$ cat src/rtl/core/ncent_pkg.sv
// ----------------------------------------------------------------------------
// Nearest-centroid assignment package
// Shared widths, register indexes, opcodes, payload structs and small helpers
// for the nearest-centroid assignment core.
// ----------------------------------------------------------------------------
`default_nettype none

package ncent_pkg;

  // Fixed field widths of the input and result items.
  localparam int COORD_BITS = 16;
  localparam int CIDX_BITS  = 8;
  localparam int DIDX_BITS  = 3;
  localparam int BEST_BITS  = 8;
  localparam int DIST_BITS  = 35;

  // Defaults for the storage parameters of the top level.
  localparam int CENTROIDS_MAX_DEF = 256;
  localparam int DIMS_MAX_DEF      = 8;

  // Squares of a coordinate never exceed 2^(2*COORD_BITS-2).
  localparam int SQ_BITS = 2 * COORD_BITS - 1;

  // The point norm saturates at its all-ones value.
  localparam int                    PNORM_BITS = 34;
  localparam logic [PNORM_BITS-1:0] PNORM_CAP  = '1;

  // Configuration port.
  localparam int                        CFG_INDEX_BITS     = 1;
  localparam int                        CFG_DATA_BITS      = 9;
  localparam logic [CFG_INDEX_BITS-1:0] REG_CENTROID_COUNT = 1'b0;
  localparam logic [CFG_INDEX_BITS-1:0] REG_DIM_COUNT      = 1'b1;
  localparam logic [8:0]                CENTROID_COUNT_RESET = 9'd1;
  localparam logic [3:0]                DIM_COUNT_RESET      = 4'd3;

  // Item opcodes.
  localparam logic OP_LOAD  = 1'b0;
  localparam logic OP_POINT = 1'b1;

  typedef struct packed {
    logic                         opcode;
    logic [CIDX_BITS-1:0]         centroid_index;
    logic [DIDX_BITS-1:0]         dim_index;
    logic signed [COORD_BITS-1:0] coord_value;
  } item_t;

  typedef struct packed {
    logic [BEST_BITS-1:0] best_index;
    logic [DIST_BITS-1:0] min_distance;
  } result_t;

  typedef enum logic {
    CMD_LOAD  = 1'b0,
    CMD_POINT = 1'b1
  } cmd_kind_t;

  // Classified command passed from the front to the back.
  typedef struct packed {
    cmd_kind_t                    kind;
    logic                         search;
    logic [CIDX_BITS-1:0]         cidx;
    logic [DIDX_BITS-1:0]         didx;
    logic signed [COORD_BITS-1:0] value;
    logic [SQ_BITS-1:0]           sq;
  } cmd_t;

  typedef struct packed {
    logic [8:0] centroid_count;
    logic [3:0] dim_count;
  } cfg_t;

  // Index width for a store of n entries, at least one bit.
  function automatic int idx_bits(int n);
    return (n > 1) ? $clog2(n) : 1;
  endfunction

  // Last active index for a count register: zero acts as one and values
  // above the limit act as the limit.
  function automatic int last_index(int count, int limit);
    int result;
    if (count == 0) begin
      result = 0;
    end else if (count > limit) begin
      result = limit - 1;
    end else begin
      result = count - 1;
    end
    return result;
  endfunction

endpackage

`default_nettype wire

$ cat src/rtl/core/ncent_stream_if.sv
// ----------------------------------------------------------------------------
// Nearest-centroid stream interface
// Valid/ready channel with a typed payload; a beat moves when both are high.
// ----------------------------------------------------------------------------
`default_nettype none

interface ncent_stream_if #(
  parameter type payload_t = logic
) ();

  logic     valid;
  logic     ready;
  payload_t payload;

  modport source (output valid, output payload, input ready);
  modport sink   (input valid, input payload, output ready);

endinterface

`default_nettype wire

$ cat src/rtl/core/ncent_queue.sv
// ----------------------------------------------------------------------------
// Nearest-centroid command queue
// Short register FIFO that decouples the front end from the back end.
// ----------------------------------------------------------------------------
`default_nettype none

module ncent_queue import ncent_pkg::*; (
  input  logic           clk,
  input  logic           rst,
  ncent_stream_if.sink   push,
  ncent_stream_if.source pop
);

  localparam int QUEUE_DEPTH = 2;
  localparam int PTR_BITS    = idx_bits(QUEUE_DEPTH);
  localparam int CNT_BITS    = $clog2(QUEUE_DEPTH + 1);

  localparam logic [PTR_BITS-1:0] PTR_LAST = PTR_BITS'(QUEUE_DEPTH - 1);
  localparam logic [CNT_BITS-1:0] CNT_FULL = CNT_BITS'(QUEUE_DEPTH);

  cmd_t                slots [QUEUE_DEPTH];
  logic [PTR_BITS-1:0] wptr;
  logic [PTR_BITS-1:0] rptr;
  logic [CNT_BITS-1:0] count;
  logic                do_push;
  logic                do_pop;

  assign push.ready  = (count != CNT_FULL);
  assign pop.valid   = (count != '0);
  assign pop.payload = slots[rptr];

  assign do_push = push.valid && push.ready;
  assign do_pop  = pop.valid && pop.ready;

  // Pointers and fill count.
  always_ff @(posedge clk) begin
    if (rst) begin
      wptr  <= '0;
      rptr  <= '0;
      count <= '0;
    end else begin
      if (do_push) begin
        wptr <= (wptr == PTR_LAST) ? '0 : wptr + 1'b1;
      end
      if (do_pop) begin
        rptr <= (rptr == PTR_LAST) ? '0 : rptr + 1'b1;
      end
      if (do_push && !do_pop) begin
        count <= count + 1'b1;
      end else if (do_pop && !do_push) begin
        count <= count - 1'b1;
      end
    end
  end

  // Slot storage.
  always_ff @(posedge clk) begin
    if (do_push) begin
      slots[wptr] <= push.payload;
    end
  end

endmodule

`default_nettype wire

$ cat src/flat_wrapper.sv
// flat-port wrapper written by rule: the top's interface ports become plain ports
module ncent_queue_flat import ncent_pkg::*;
  (clk, rst, push_valid, push_payload, push_ready, pop_valid, pop_payload, pop_ready);
  ncent_stream_if push_i ();
  ncent_stream_if pop_i ();
  input  logic clk;
  input  logic rst;
  input wire logic [$bits(push_i.valid)-1:0] push_valid;
  input wire logic [$bits(push_i.payload)-1:0] push_payload;
  output wire logic [$bits(push_i.ready)-1:0] push_ready;
  output wire logic [$bits(pop_i.valid)-1:0] pop_valid;
  output wire logic [$bits(pop_i.payload)-1:0] pop_payload;
  input wire logic [$bits(pop_i.ready)-1:0] pop_ready;
  assign push_i.valid = push_valid;
  assign push_i.payload = push_payload;
  assign push_ready = push_i.ready;
  assign pop_valid = pop_i.valid;
  assign pop_payload = pop_i.payload;
  assign pop_i.ready = pop_ready;
  ncent_queue u_core (.clk(clk), .rst(rst), .push(push_i), .pop(pop_i));
endmodule
$ cat config.mk
export PLATFORM = sky130hd
export DESIGN_NAME = ncent_queue_flat
export DESIGN_NICKNAME = d
export VERILOG_FILES = /design/src/rtl/core/ncent_pkg.sv /design/src/rtl/core/ncent_stream_if.sv /design/src/rtl/core/ncent_queue.sv /design/src/flat_wrapper.sv
export SDC_FILE = /design/constraint.sdc
export NUM_CORES = 1
export LEC_CHECK = 0
export ABC_AREA = 1
export BUFFER_PORTS_ARGS = -buffer_cell sky130_fd_sc_hd__clkbuf_2
export CAP_MARGIN = 15
export CORE_AREA = 8 8 45 47
export DETAILED_ROUTE_END_ITERATION = 10
export DIE_AREA = 0 0 53 55
export PLACE_DENSITY_LB_ADDON = 0.12
export SLEW_MARGIN = 20
export SYNTH_ARGS = -nofsm -noshare
export SYNTH_HDL_FRONTEND = slang
export SYNTH_SLANG_ARGS = --single-unit
$ cat constraint.sdc
create_clock -name clk -period 1.2 [get_ports clk]
set_input_delay 0 -clock clk [delete_from_list [all_inputs] [get_ports clk]]
set_output_delay 0 -clock clk [all_outputs]
set_load 0.01 [all_outputs]
==> Word-level counts from Yosys, hierarchy flattened <==
Memory sizes are Yosys's and may differ from the RTL's. A register that Yosys moved wholly into a read port is not among the register bits.
Index checks and enable logic that the tools add are counted.
{ "totals": {"reg_bits": 4, "mem_bits_rw": 2, "inputBits": 5, "output_inout_bits": 3, "mem_count": 1} }
{ "mem_list": {"columns": ["memory", "words", "word_bits", "read_ports", "rd_clocked_by_memory_dff", "write_ports", "line_no", "text"], "rows": [
  ["u_core.slots", 2, 1, 1, 1, 1, "ncent_queue.sv:21", "cmd_t slots [QUEUE_DEPTH];"]
]} }
{ "classes": {"n_addsub": 4, "n_eq_ne": 1, "n_mux": 8, "n_reduce_logical": 8} }
{ "op_table": {"columns": ["operator", "count"], "rows": [
  ["$mux 1", 6],
  ["$logic_and 1x1->1", 4],
  ["$mux 2", 2],
  ["$reduce_bool 2->1", 2],
  ["$add 1x1->1 const B", 2],
  ["$add 2x1->2 const B", 1],
  ["$logic_not 1->1", 2],
  ["$ne 2x2->1 const B", 1],
  ["$sub 2x1->2 const B", 1]
]} }

==> Depth between registers and ports, before layout <==
Gate-level depths: netlist of run 1.
{ "depth": {"ltp_word": 6, "mapped_depth": 11} }

==> Least setup slack after synthesis of run 1 <==
No wires, ideal clock.
{ "synth_timing": {"kind": "register to register", "startpoint": "register u_core.count[0]", "endpoint": "register u_core.count[1]", "setup_ns": 0.064, "arrival_ns": 1.209, "required_ns": 1.136, "setup_slack_ns": -0.072, "path_stages_with_launch": 10, "path_buffers": 0, "path_cell_list": "dfxtp_1 > inv_2 > nand2_1 > nand2_1 > ha_1 > inv_1 > nand3_1 > nand2_1 > inv_1 > nor2_1"} }
{ "synth_between": {"elab_chain_len": 5, "elab_cells_between_ends": 13} }
{ "synth_lines": {"columns": ["item", "line_no", "text"], "rows": [
  ["start: declaration", "ncent_queue.sv:24", "logic [CNT_BITS-1:0] count;"],
  ["start signal: assignment", "ncent_queue.sv:49", "count <= count + 1'b1;"],
  ["start signal: assignment", "ncent_queue.sv:51", "count <= count - 1'b1;"],
  ["$reduce_bool 2->1 *", "ncent_queue.sv:29", "assign pop.valid = (count != '0);"],
  ["net pop_valid", "flat_wrapper.sv:11", "output wire logic [$bits(pop_i.valid)-1:0] pop_valid;"],
  ["$logic_and 1x1->1 *", "ncent_queue.sv:33", "assign do_pop = pop.valid && pop.ready;"],
  ["$logic_not 1->1", "ncent_queue.sv:48", "if (do_push && !do_pop) begin"],
  ["$logic_and 1x1->1", "ncent_queue.sv:48", null],
  ["$mux 2 or $reduce_bool 2->1 (tied branches)", null, null]
]} }
The timed path passes the listed nets; every way through them passes the cells marked *. The select of a mux whose other input is x is not followed.
A chain may end at the register's enable or synchronous reset.

==> Worst setup path after layout of run 1 <==
{ "layout_timing": {"startpoint": "register u_core.count[0]", "endpoint": "register u_core.count[0]"} }
{ "layout_between": {"elab_chain_len": 5, "elab_cells_between_ends": 13} }
{ "layout_lines": {"columns": ["item", "line_no", "text"], "rows": [
  ["$ne 2x2->1 *", "ncent_queue.sv:28", "assign push.ready = (count != CNT_FULL);"],
  ["$logic_and 1x1->1 *", "ncent_queue.sv:32", "assign do_push = push.valid && push.ready;"],
  ["net u_core.do_push", "ncent_queue.sv:25", "logic do_push;"],
  ["$logic_not 1->1", "ncent_queue.sv:50", "end else if (do_pop && !do_push) begin"],
  ["$logic_and 1x1->1", "ncent_queue.sv:50", null],
  ["$reduce_bool 2->1 (no line)", null, null]
]} }
Marks and branches as above.

==> out/summary.log, run 1 <==
[clock_tree] CTS Sinks 7
[power] worst voltage drop across the vdd grid 1.06 mV
[setup_path] slowest stage delay, CP 0.35 ns
[grt] antenna violations before repair 0
[clock_tree] clock input transition at the sequential cells of the worst setup and hold paths 0.05 ns
[min_path] min-delay worst type in -> reg
[synthesis] Seq/Total Area, Yosys 49.8%
[clock_tree] CTS max path bufs 2
[clock_tree] CTS root buffer sky130_fd_sc_hd__clkbuf_4
[synthesis] Primary FF master, synth sky130_fd_sc_hd__dfxtp_1
[layout] leading cell types in the layout, fill and taps excluded sky130_fd_sc_hd__nor2_1 (7), sky130_fd_sc_hd__clkbuf_2 (7), sky130_fd_sc_hd__buf_4 (7), sky130_fd_sc_hd__inv_1 (4), sky130_fd_sc_hd__nand2_1 (4)
[timing] upper clock frequency limit 0.834 GHz
[die] Site Rows 14
[routing] average wire per cell in the routed design 10.9 um
[setup_path] nature of the critical path startpoint register
[run_status] run status finished clean
[timing] final number of setup-violating endpoints 0
[routing] post-detailed-route count of antenna-violating nets 0
[layout] Ant. Diodes 0
[setup_path] required time of the critical path 1.34 ns
[placement] count of input and output buffers 7
[die] Starting Density 23.2%
[grt] overflow left after global routing 0
[die] chip height 55 um
[routing] DRT Pass-1 Iters 5
[setup_path] CP cell instances inv_4 > nand2_4 > nand2_4 > clkinv_4 > ha_4 > inv_4 > o21ai_1 > a21oi_1
[synthesis] area share of the largest cell type after synthesis 31.1%
[synthesis] count of different cell masters after synthesis 16
[setup_path] Worst R2R Path Depth 8
[routing] number of DRC markers in iteration 0 5
[synthesis] FFs w/ async S/R, synth 0%
[routing] detail-routed via count per cell 4.19
[routing] total detailed-routing wirelength 818 um
[synthesis] leading area contributor after synthesis sky130_fd_sc_hd__dfxtp_1
[power] power density relative to cell area 2450 mW/mm2
[die] area of the placeable core 0.00138 mm2
[synthesis] gate count of the mapped netlist 40
[placement] area of placed instances 422 um2
[setup_path] data arrival at the endpoint of the critical path 1.33 ns
[timing] fin. max-slew vios 0
[min_path] Worst Hold End u_core.count[1]
[min_path] cell count of the worst hold path 4
[timing] Hold Fails Final Rpt 0
[synthesis] number of enable flip-flop cells after synthesis 2
[synthesis] dominant cells by area after synthesis sky130_fd_sc_hd__dfxtp_1 (31%), sky130_fd_sc_hd__edfxtp_1 (19%), sky130_fd_sc_hd__nand2_1 (8.2%)
[routing] detailed-route via count 314
[layout] area delta synth->final 59.9%
[grt] vias in the first global route 337
[timing] RSZ-0062 raised after global routing yes
[synthesis] post-synthesis register bit count 7
[clock_tree] total CTS buffers 3
[min_path] Hold Startpoint rst
[setup_path] maximum fanout along the worst path 4
[placement] HPWL Detailed 597 um
[setup_path] cell with the biggest individual delay on the critical path sky130_fd_sc_hd__dfxtp_4
[die] area of the die 0.00292 mm2
[routing] final routed DRC violation total 0
[layout] Filler Cells Inserted 144
[run] Max Cap Viol 0
[layout] Total Nets Final 66
[setup_path] Crit. End Element register
[synthesis] synthesized netlist net count 46
[synthesis] Avg Inst Size Synth 8.04 um2
[setup_path] flop2flop setup slack 0.0007 ns
[timing] Worst Tran Pin Value 0.161 ns
[setup_path] worst path bufs/invs 3
[layout] number of non-filler instances in the completed layout 75
[layout] final std cell area, no fill 514 um2
[timing] final period utilization 99.9%
[synthesis] number of warnings printed during yosys synthesis 0
[layout] share of cells above drive strength 1 52.5%
[clock_tree] TritonCTS clock tree yes
[timing] summed negative setup slack over all endpoints 0 ns
[timing] post-route minimum period 1.20 ns
[timing] Clock Skews 0.000114 ns
[power] P_leak 0.245 nW
[die] die boundary width 53 um
[die] number of I/O pins 8
[power] overall power of the completed layout 1.26 mW
[setup_path] r2r endpoint u_core.count[0]
[setup_path] CP Class reg -> reg
[setup_path] worst reg2reg startpoint u_core.count[0]
[grt] largest net degree at the start of global routing 5
[grt] global-route wire length before repair 1370 um
[clock_tree] Skew-Pair Late Insertion Delay 0.24 ns
[timing] worst slew margin relative to its limit 89.2%
[clock_tree] maximum level of the CTS H-tree 1
[setup_path] kind of cell adding the most delay to the critical path flip-flops
[placement] Cell Count Post-Placement 65
[grt] Overall Global Routing Usage 6.74%
[placement] GPL Wtd Cong 0.715
[synthesis] post-synthesis instance area 322 um2
[stage by stage]
step / hold WS [ns] / setup WS, ns / util (%)
6_report: 0.0772 / 0.000718 / 37.2
3_3_place_gp: 0.193 / 0.00517 / 30.5
5_1_grt: 0.0916 / -0.0473 / 37.2
3_5_place_dp: 0.202 / -0.0631 / 30.5
4_1_cts: 0.0640 / 0.00432 / 35.9
2_1_floorplan: 0.0989 / 0.0120 / -
[kinds of logic (layout without fill, tap and decap cells)]
family | after synthesis | count (layout) | share of synthesized area [%]
and+or+nand+nor | 19 | 19 | 26.9
buffers and inverters | 8 | 27 | 9.72
DFF | 7 | 7 | 49.8
AOI/OAI and AO/OA | 4 | 4 | 6.22
adders and majority gates | 1 | 1 | 3.89
muxes | 1 | 1 | 3.50
[layer usage]
layer	GRT usage, %	wire length, um	vias to the layer above
met5	0	0	-
met4	2.59	0	0
met3	4.28	46	0
met2	12.1	462	4
met1	5.96	310	147
li1	-	-	163
[layout make-up]
| cell class | instances | area (um2) | share of cell area (%) |
|---|---|---|---|
| well taps | 16 | 20.0 | 3.89 |
| repair buffers | 15 | 97.6 | 19.0 |
| inverters | 8 | 40.0 | 7.79 |
| flip-flops and latches | 7 | 165 | 32.1 |
| clock buffers | 4 | 26.3 | 5.11 |
| multi-input cells | 25 | 165 | 32.1 |
[how the worst max path moves through the flow]
stage / startpoint / end / slack [ns] / depth (start not counted)
finish: u_core.count[0] / u_core.count[0] / 0.0007 / 8
global route: u_core.count[0] / u_core.count[1] / -0.05 / 10
CTS: u_core.count[0] / u_core.count[1] / 0.004 / 10
detailed placement: u_core.count[0] / u_core.count[0] / -0.06 / 8
global placement: u_core.count[0] / u_core.count[0] / 0.005 / 8
floorplan: u_core.count[0] / u_core.count[0] / 0.01 / 8
[power breakdown]
part / internal (mW) / leakage, nW / switching [mW] / total, mW
clock: 0.127 / 0.0150 / 0.0868 / 0.214
sequential: 0.325 / 0.0610 / 0.0540 / 0.379
combinational: 0.322 / 0.169 / 0.343 / 0.666
total: 0.774 / 0.245 / 0.484 / 1.26
[Yosys cell counts (2+ instances only)]
master	number
sky130_fd_sc_hd__nor2_1	7
sky130_fd_sc_hd__nand3_1	2
sky130_fd_sc_hd__a21oi_1	2
sky130_fd_sc_hd__dfxtp_1	5
sky130_fd_sc_hd__nand2_1	7
sky130_fd_sc_hd__inv_1	6
sky130_fd_sc_hd__edfxtp_1	2
[worst min-delay path, cell delays in order]
cell,delay [ns]
sky130_fd_sc_hd__clkbuf_2,0.07
sky130_fd_sc_hd__inv_1,0.08
sky130_fd_sc_hd__nand2_1,0.09
sky130_fd_sc_hd__nor2_1,0.04
[timing repair]
item | 4_1_cts | 5_1_grt
cloned | 0 | 0
hold endpoints to repair | 2 | 0
buffers inserted | 3 | 2
pin swaps | 7 | 3
gates resized for setup | 7 | 1
endpoints found under the setup margin | 2 | 2
hold buffers | 1 | 0
(Power assumes the default switching activity.)
==> run 2: changes to the inputs <==
--- a/config.mk
+++ b/config.mk
@@ -11,6 +11,7 @@
 export CORE_AREA = 8 8 45 47
 export DETAILED_ROUTE_END_ITERATION = 10
 export DIE_AREA = 0 0 53 55
+export GPL_TIMING_DRIVEN = 0
 export PLACE_DENSITY_LB_ADDON = 0.12
 export SLEW_MARGIN = 20
 export SYNTH_ARGS = -nofsm -noshare
==> run 2 against run 1 <==
Cell area rose by 1.5%. Sequential power barely moved. Sequential share of layout area fell by 0.46 points. Via count rose by 2.2%. Global-route usage rose by 0.23 points. Final cell count did not move. Total power rose by 4.6%. Combinational power rose by 6.8%. Critical path type unchanged. Critical endpoint is now u_core.count[1].
==> out/summary.log, run 2 (same netlist as run 1, synthesis figures left out) <==
[setup_path] data arrival at the endpoint of the critical path 1.39 ns [+0.06 ns]
[clock_tree] maximum level of the CTS H-tree 1 [unchanged]
[power] power density relative to cell area 2520 mW/mm2 [+3.1%]
[layout] leading cell types in the layout, fill and taps excluded sky130_fd_sc_hd__clkbuf_2 (7), sky130_fd_sc_hd__buf_4 (7), sky130_fd_sc_hd__nor2_1 (6), sky130_fd_sc_hd__nand2_2 (4)
[timing] final period utilization 99.3% [-0.68 points]
[layout] Total Nets Final 66 [unchanged]
[placement] Cell Count Post-Placement 63 [-3.1%]
[setup_path] worst reg2reg startpoint u_core.count[0]
[die] chip height 55 um [unchanged]
[clock_tree] clock input transition at the sequential cells of the worst setup and hold paths 0.06 ns [about the same]
[timing] summed negative setup slack over all endpoints 0 ns [unchanged]
[placement] GPL Wtd Cong 0.656 [-8.2%]
[setup_path] Worst R2R Path Depth 10 [+2]
[timing] final number of setup-violating endpoints 0 [unchanged]
[placement] count of input and output buffers 7 [unchanged]
[grt] antenna violations before repair 0 [unchanged]
[timing] hold slack 0.0302 ns [-0.0470 ns]
[die] area of the placeable core 0.00138 mm2 [unchanged]
[min_path] min-delay worst type in -> reg
[routing] post-detailed-route count of antenna-violating nets 0 [unchanged]
[die] number of I/O pins 8 [unchanged]
[grt] global-route wire length before repair 1360 um [-1.0%]
[clock_tree] CTS max path bufs 2 [unchanged]
[routing] average wire per cell in the routed design 10.8 um [-0.61%]
[setup_path] required time of the critical path 1.40 ns [+0.06 ns]
[timing] upper clock frequency limit 0.840 GHz [+0.68%]
[timing] RSZ-0062 raised after global routing yes
[grt] largest net degree at the start of global routing 5 [unchanged]
[routing] detail-routed via count per cell 4.28 [+2.2%]
[routing] detailed-route via count 321 [+2.2%]
[timing] fin. max-slew vios 0 [unchanged]
[power] switching power 0.515 mW [+6.4%]
[die] Starting Density 23.2% [unchanged]
[timing] Hold Fails Final Rpt 0 [unchanged]
[grt] overflow left after global routing 0 [unchanged]
[setup_path] Crit. End Element register
[grt] Overall Global Routing Usage 6.97% [+0.23 points]
[clock_tree] CTS root buffer sky130_fd_sc_hd__clkbuf_4
[power] internal power component 0.801 mW [+3.4%]
[power] P_leak 0.243 nW [-0.54%]
[run_status] run status finished clean
[routing] total detailed-routing wirelength 813 um [-0.61%]
[min_path] cell count of the worst hold path 4 [unchanged]
[setup_path] Critical path destination u_core.count[1]
[power] part of the total power dissipated in the clock network 17.3% [+0.3 points]
[setup_path] flop2flop setup slack 0.009 ns [about the same]
[power] switching power as a share of total power 39.2% [+0.69 points]
[timing] Worst Tran Pin Value 0.156 ns [-0.00498 ns]
[routing] final routed DRC violation total 0 [unchanged]
[placement] HPWL Detailed 529 um [-11%]
[layout] share of cells above drive strength 1 61.0% [+8.5 points]
[layout] Ant. Diodes 0 [unchanged]
[setup_path] maximum fanout along the worst path 4 [unchanged]
[die] area of the die 0.00292 mm2 [unchanged]
[grt] vias in the first global route 323 [-4.2%]
[clock_tree] Skew-Pair Late Insertion Delay 0.26 ns [+0.02 ns]
[setup_path] nature of the critical path startpoint register
[routing] DRT Pass-1 Iters 4 [-1]
[setup_path] r2r endpoint u_core.count[1]
[die] die boundary width 53 um [unchanged]
[die] Site Rows 14 [unchanged]
[clock_tree] total CTS buffers 3 [unchanged]
[setup_path] CP Class reg -> reg
[power] fraction of power consumed by sequential logic 28.7% [-1.4 points]
[setup_path] timing startpoint of the critical path u_core.count[0]
[layout] number of non-filler instances in the completed layout 75 [unchanged]
[layout] area delta synth->final 62.3%
[timing] worst slew margin relative to its limit 89.6% [+0.34 points]
[power] portion of total power attributed to combinational logic 54.0% [+1.1 points]
[timing] Clock Skews 0.00529 ns [+0.00518 ns]
[routing] number of DRC markers in iteration 0 6 [+1]
[clock_tree] TritonCTS clock tree yes
[run] Max Cap Viol 0 [unchanged]
[power] worst voltage drop across the vdd grid 0.815 mV [-23%]
[clock_tree] CTS Sinks 7 [unchanged]
[timing] post-route minimum period 1.19 ns [-0.00815 ns]
## run 2: cell counts in the layout (fill, tap and decap cells not counted)
Identical to the previous run, type by type.
## run 2: area by class of cell
class | count | area [um2]
Clock buffer | 4 | 26.3
Fill cell | 160 | 862
Inverter | 8 | 40.0
Multi-Input combinational cell | 25 | 173
Sequential cell | 7 | 165
Tap cell | 16 | 20.0
Timing Repair Buffer | 15 | 97.6
## run 2: power by group through the flow
stage	clock network [mW]	registers [mW]	logic [mW]
6_report	0.228	0.377	0.711
5_1_grt	0.258	0.388	0.786
4_1_cts	0.236	0.377	0.563
3_5_place_dp	0	0.378	0.448
3_3_place_gp	0	0.376	0.435
2_1_floorplan	0	0.370	0.347
## run 2: through the flow
stage          util [%]  worst slack, ns  power, mW  area (um2)
3_3_place_gp       29.4          -0.0193      0.811         407
4_1_cts            34.8          0.00745       1.18         482
5_1_grt            37.7          -0.0361       1.43         522
2_1_floorplan         -           0.0120      0.716         352
6_report           37.7          0.00887       1.32         522
3_5_place_dp       29.4          -0.0419      0.826         407
## run 2: critical path, cell delays in order (launching register included)
cell	delay, ns
sky130_fd_sc_hd__dfxtp_2	0.33
sky130_fd_sc_hd__inv_4	0.08
sky130_fd_sc_hd__nand2_4	0.06
sky130_fd_sc_hd__nand2_4	0.08
sky130_fd_sc_hd__clkinv_4	0.05
sky130_fd_sc_hd__ha_4	0.21
sky130_fd_sc_hd__inv_4	0.06
sky130_fd_sc_hd__nand3_2	0.07
sky130_fd_sc_hd__nand2_2	0.07
sky130_fd_sc_hd__inv_2	0.03
sky130_fd_sc_hd__nor2_1	0.09
## run 2: how the worst min path moves through the flow
stage	slack [ns]	from	to
after floorplan	0.1	push_payload	u_core.slots[0]
after global placement	0.19	push_payload	u_core.slots[0]
after detailed placement	0.20	push_payload	u_core.slots[0]
after CTS	0.03	rst	u_core.count[1]
after global routing	0.04	rst	u_core.count[1]
final	0.03	rst	u_core.count[1]
## run 2: repair_timing
| action | CTS | global route |
|---|---|---|
| resized for setup | 6 | 7 |
| pin swaps | 6 | 5 |
| hold buffers | 1 | 0 |
| endpoints found under the setup margin | 2 | 2 |
| hold endpoints to repair | 2 | 0 |
| gates cloned | 0 | 0 |
| setup buffers | 3 | 4 |
## run 2: routing by layer
layer	track usage [%]	up-vias	part of all wire [%]
li1	-	165	-
met1	5.54	144	36
met2	11.5	9	53
met3	3.74	3	7.7
met4	7.76	0	3.7
met5	0	-	0
==> run 3: changes to the inputs <==
--- a/config.mk
+++ b/config.mk
@@ -12,7 +12,7 @@
 export DETAILED_ROUTE_END_ITERATION = 10
 export DIE_AREA = 0 0 53 55
 export GPL_TIMING_DRIVEN = 0
-export PLACE_DENSITY_LB_ADDON = 0.12
+export PLACE_DENSITY = 0.42
 export SLEW_MARGIN = 20
 export SYNTH_ARGS = -nofsm -noshare
 export SYNTH_HDL_FRONTEND = slang
==> run 3 against run 2 <==
Combinational power shrank 23%. Sequential share of layout area grew 3.0 points. Global-route usage shrank 1.7 points. Clock skew shrank 0.0034 ns. Clock power shrank 8.8%. Via count shrank 14%. Worst setup slack lost 0.0073 ns. Largest power group unchanged. Highest routed layer is now met3.
==> out/summary.log, run 3 (same netlist as run 1, synthesis figures left out) <==
[run_status] run status finished clean
[placement] Cell Count Post-Placement 63 [unchanged]
[setup_path] CP Class reg -> reg
[clock_tree] CTS max path bufs 2 [unchanged]
[die] Starting Density 23.2% [unchanged]
[setup_path] Crit. path cell count 9 [-1]
[timing] final number of setup-violating endpoints 0 [unchanged]
[run] Max Cap Viol 0 [unchanged]
[timing] Hold Fails Final Rpt 0 [unchanged]
[routing] detailed-route via count 276 [-14%]
[setup_path] r2r endpoint u_core.count[1]
[setup_path] data arrival at the endpoint of the critical path 1.37 ns [-0.02 ns]
[timing] Clock Skews 0.00190 ns [-0.00338 ns]
[min_path] min-delay worst type in -> reg
[timing] RSZ-0062 raised after global routing yes
[layout] Total Nets Final 62 [-6.1%]
[grt] overflow left after global routing 0 [unchanged]
[clock_tree] clock input transition at the sequential cells of the worst setup and hold paths 0.05 ns [about the same]
[grt] global-route wire length before repair 1010 um [-26%]
[timing] Worst Tran Pin Value 0.153 ns [-0.00380 ns]
[timing] fin. max-slew vios 0 [unchanged]
[layout] share of cells above drive strength 1 47.3% [-14 points]
[timing] worst slew margin relative to its limit 89.8% [+0.25 points]
[setup_path] Crit. End Element register
[die] chip height 55 um [unchanged]
[setup_path] worst path bufs/invs 3 [-1]
[timing] final period utilization 99.9% [+0.61 points]
[setup_path] timing startpoint of the critical path u_core.count[0]
[setup_path] maximum fanout along the worst path 4 [unchanged]
[timing] crit path setup slack, layout 0.00160 ns [-0.00727 ns]
[grt] vias in the first global route 259 [-20%]
[routing] total detailed-routing wirelength 639 um [-21%]
[placement] pre-CTS setup slack -0.0384 ns [+0.00352 ns]
[clock_tree] CTS root buffer sky130_fd_sc_hd__clkbuf_4
[setup_path] worst reg2reg startpoint u_core.count[0]
[grt] largest net degree at the start of global routing 5 [unchanged]
[setup_path] CP cell instances inv_4 > nand2_4 > nand2_4 > clkinv_4 > ha_4 > inv_4 > nand4_1 > nand2_1 > nor2_1
[setup_path] flop2flop setup slack 0.002 ns [about the same]
[setup_path] Worst R2R Path Depth 9 [-1]
[grt] antenna violations before repair 0 [unchanged]
[layout] sequential cell area 168 um2 [+1.5%]
[setup_path] kind of cell adding the most delay to the critical path flip-flops
[layout] leading cell types in the layout, fill and taps excluded sky130_fd_sc_hd__nor2_1 (7), sky130_fd_sc_hd__clkbuf_2 (7), sky130_fd_sc_hd__nand2_1 (5), sky130_fd_sc_hd__inv_1 (4)
[clock_tree] total CTS buffers 3 [unchanged]
[power] P_leak 0.226 nW [-7.2%]
[power] power density relative to cell area 2350 mW/mm2 [-6.7%]
[die] die boundary width 53 um [unchanged]
[die] area of the die 0.00292 mm2 [unchanged]
[layout] Ant. Diodes 0 [unchanged]
[clock_tree] CTS Sinks 7 [unchanged]
[min_path] cell count of the worst hold path 4 [unchanged]
[clock_tree] Skew-Pair Late Insertion Delay 0.25 ns [about the same]
[power] worst voltage drop across the vdd grid 1.02 mV [+25%]
[layout] number of non-filler instances in the completed layout 71 [-5.3%]
[setup_path] Critical path destination u_core.count[1]
[routing] number of DRC markers in iteration 0 0 [-6]
[routing] average wire per cell in the routed design 9.00 um [-17%]
[setup_path] nature of the critical path startpoint register
[routing] post-detailed-route count of antenna-violating nets 0 [unchanged]
[setup_path] required time of the critical path 1.37 ns [-0.03 ns]
[placement] count of input and output buffers 7 [unchanged]
[placement] HPWL Detailed 505 um [-4.6%]
[routing] DRT Pass-1 Iters 1 [-3]
[setup_path] cell with the biggest individual delay on the critical path sky130_fd_sc_hd__dfxtp_4
[die] area of the placeable core 0.00138 mm2 [unchanged]
[timing] upper clock frequency limit 0.834 GHz [-0.61%]
[placement] GPL Wtd Cong 0.643 [-2.0%]
[grt] Overall Global Routing Usage 5.25% [-1.7 points]
[die] number of I/O pins 8 [unchanged]
[layout] Filler Cells Inserted 153 [-4.4%]
[clock_tree] TritonCTS clock tree yes
[clock_tree] maximum level of the CTS H-tree 1 [unchanged]
[routing] final routed DRC violation total 0 [unchanged]
[layout] end-of-flow core utilization 35.0% [-2.7 points]
[layout] area taken by multi-input logic gates 163 um2 [-5.8%]
[die] Site Rows 14 [unchanged]
[layout] area delta synth->final 50.6%
[setup_path] slowest stage delay, CP 0.35 ns [+0.02 ns]
[timing] post-route minimum period 1.20 ns [+0.00727 ns]
[routing] detail-routed via count per cell 3.89 [-9.2%]
## run 3: what timing repair did
item | CTS | global route
endpoints found under the hold margin | 2 | 0
endpoints found under the setup margin | 2 | 1
pin swaps | 1 | 6
gates resized for setup | 6 | 2
buffers inserted | 2 | 1
hold buffers | 1 | 0
## run 3: cell type report
type	count	area share, %
sequential	7	34.6
timing repair buffer	11	14.0
inverter	8	8.27
tap	16	4.13
multi-input combinational	25	33.6
clock buffer	4	5.43
## run 3: how the worst min path moves through the flow
stage,from,end,slack [ns]
floorplan,push_payload,u_core.slots[0],0.1
global placement,push_payload,u_core.slots[0],0.20
detailed placement,push_payload,u_core.slots[1],0.20
CTS,rst,u_core.count[1],0.04
global route,rst,u_core.count[1],0.07
finish,rst,u_core.count[1],0.05
## run 3: per-stage QoR
stage	setup TNS, ns	instance area (um2)	total power, mW	hold slack [ns]
after floorplan	0	352	0.716	0.0989
after global placement	-0.0509	407	0.821	0.203
after detailed placement	-0.0646	407	0.825	0.203
after CTS	0	469	1.11	0.0427
after global routing	-0.0495	484	1.23	0.0737
final	0	484	1.14	0.0549
## run 3: layer usage
layer	track usage, %	share of wire [%]	up-vias
met5	0	0	-
li1	-	-	155
met1	4.12	38	115
met3	5.08	12	0
met4	2.59	0	0
met2	8.59	49	6
## run 3: tightest hold or removal path, cell delays in order
cell,delay [ns]
sky130_fd_sc_hd__clkbuf_2,0.07
sky130_fd_sc_hd__inv_1,0.07
sky130_fd_sc_hd__nand2_1,0.08
sky130_fd_sc_hd__nor2_1,0.04
## run 3: report_power, final
part	internal (mW)	switching, mW
Clock	0.127	0.0812
Sequential	0.332	0.0509
Combinational	0.249	0.300
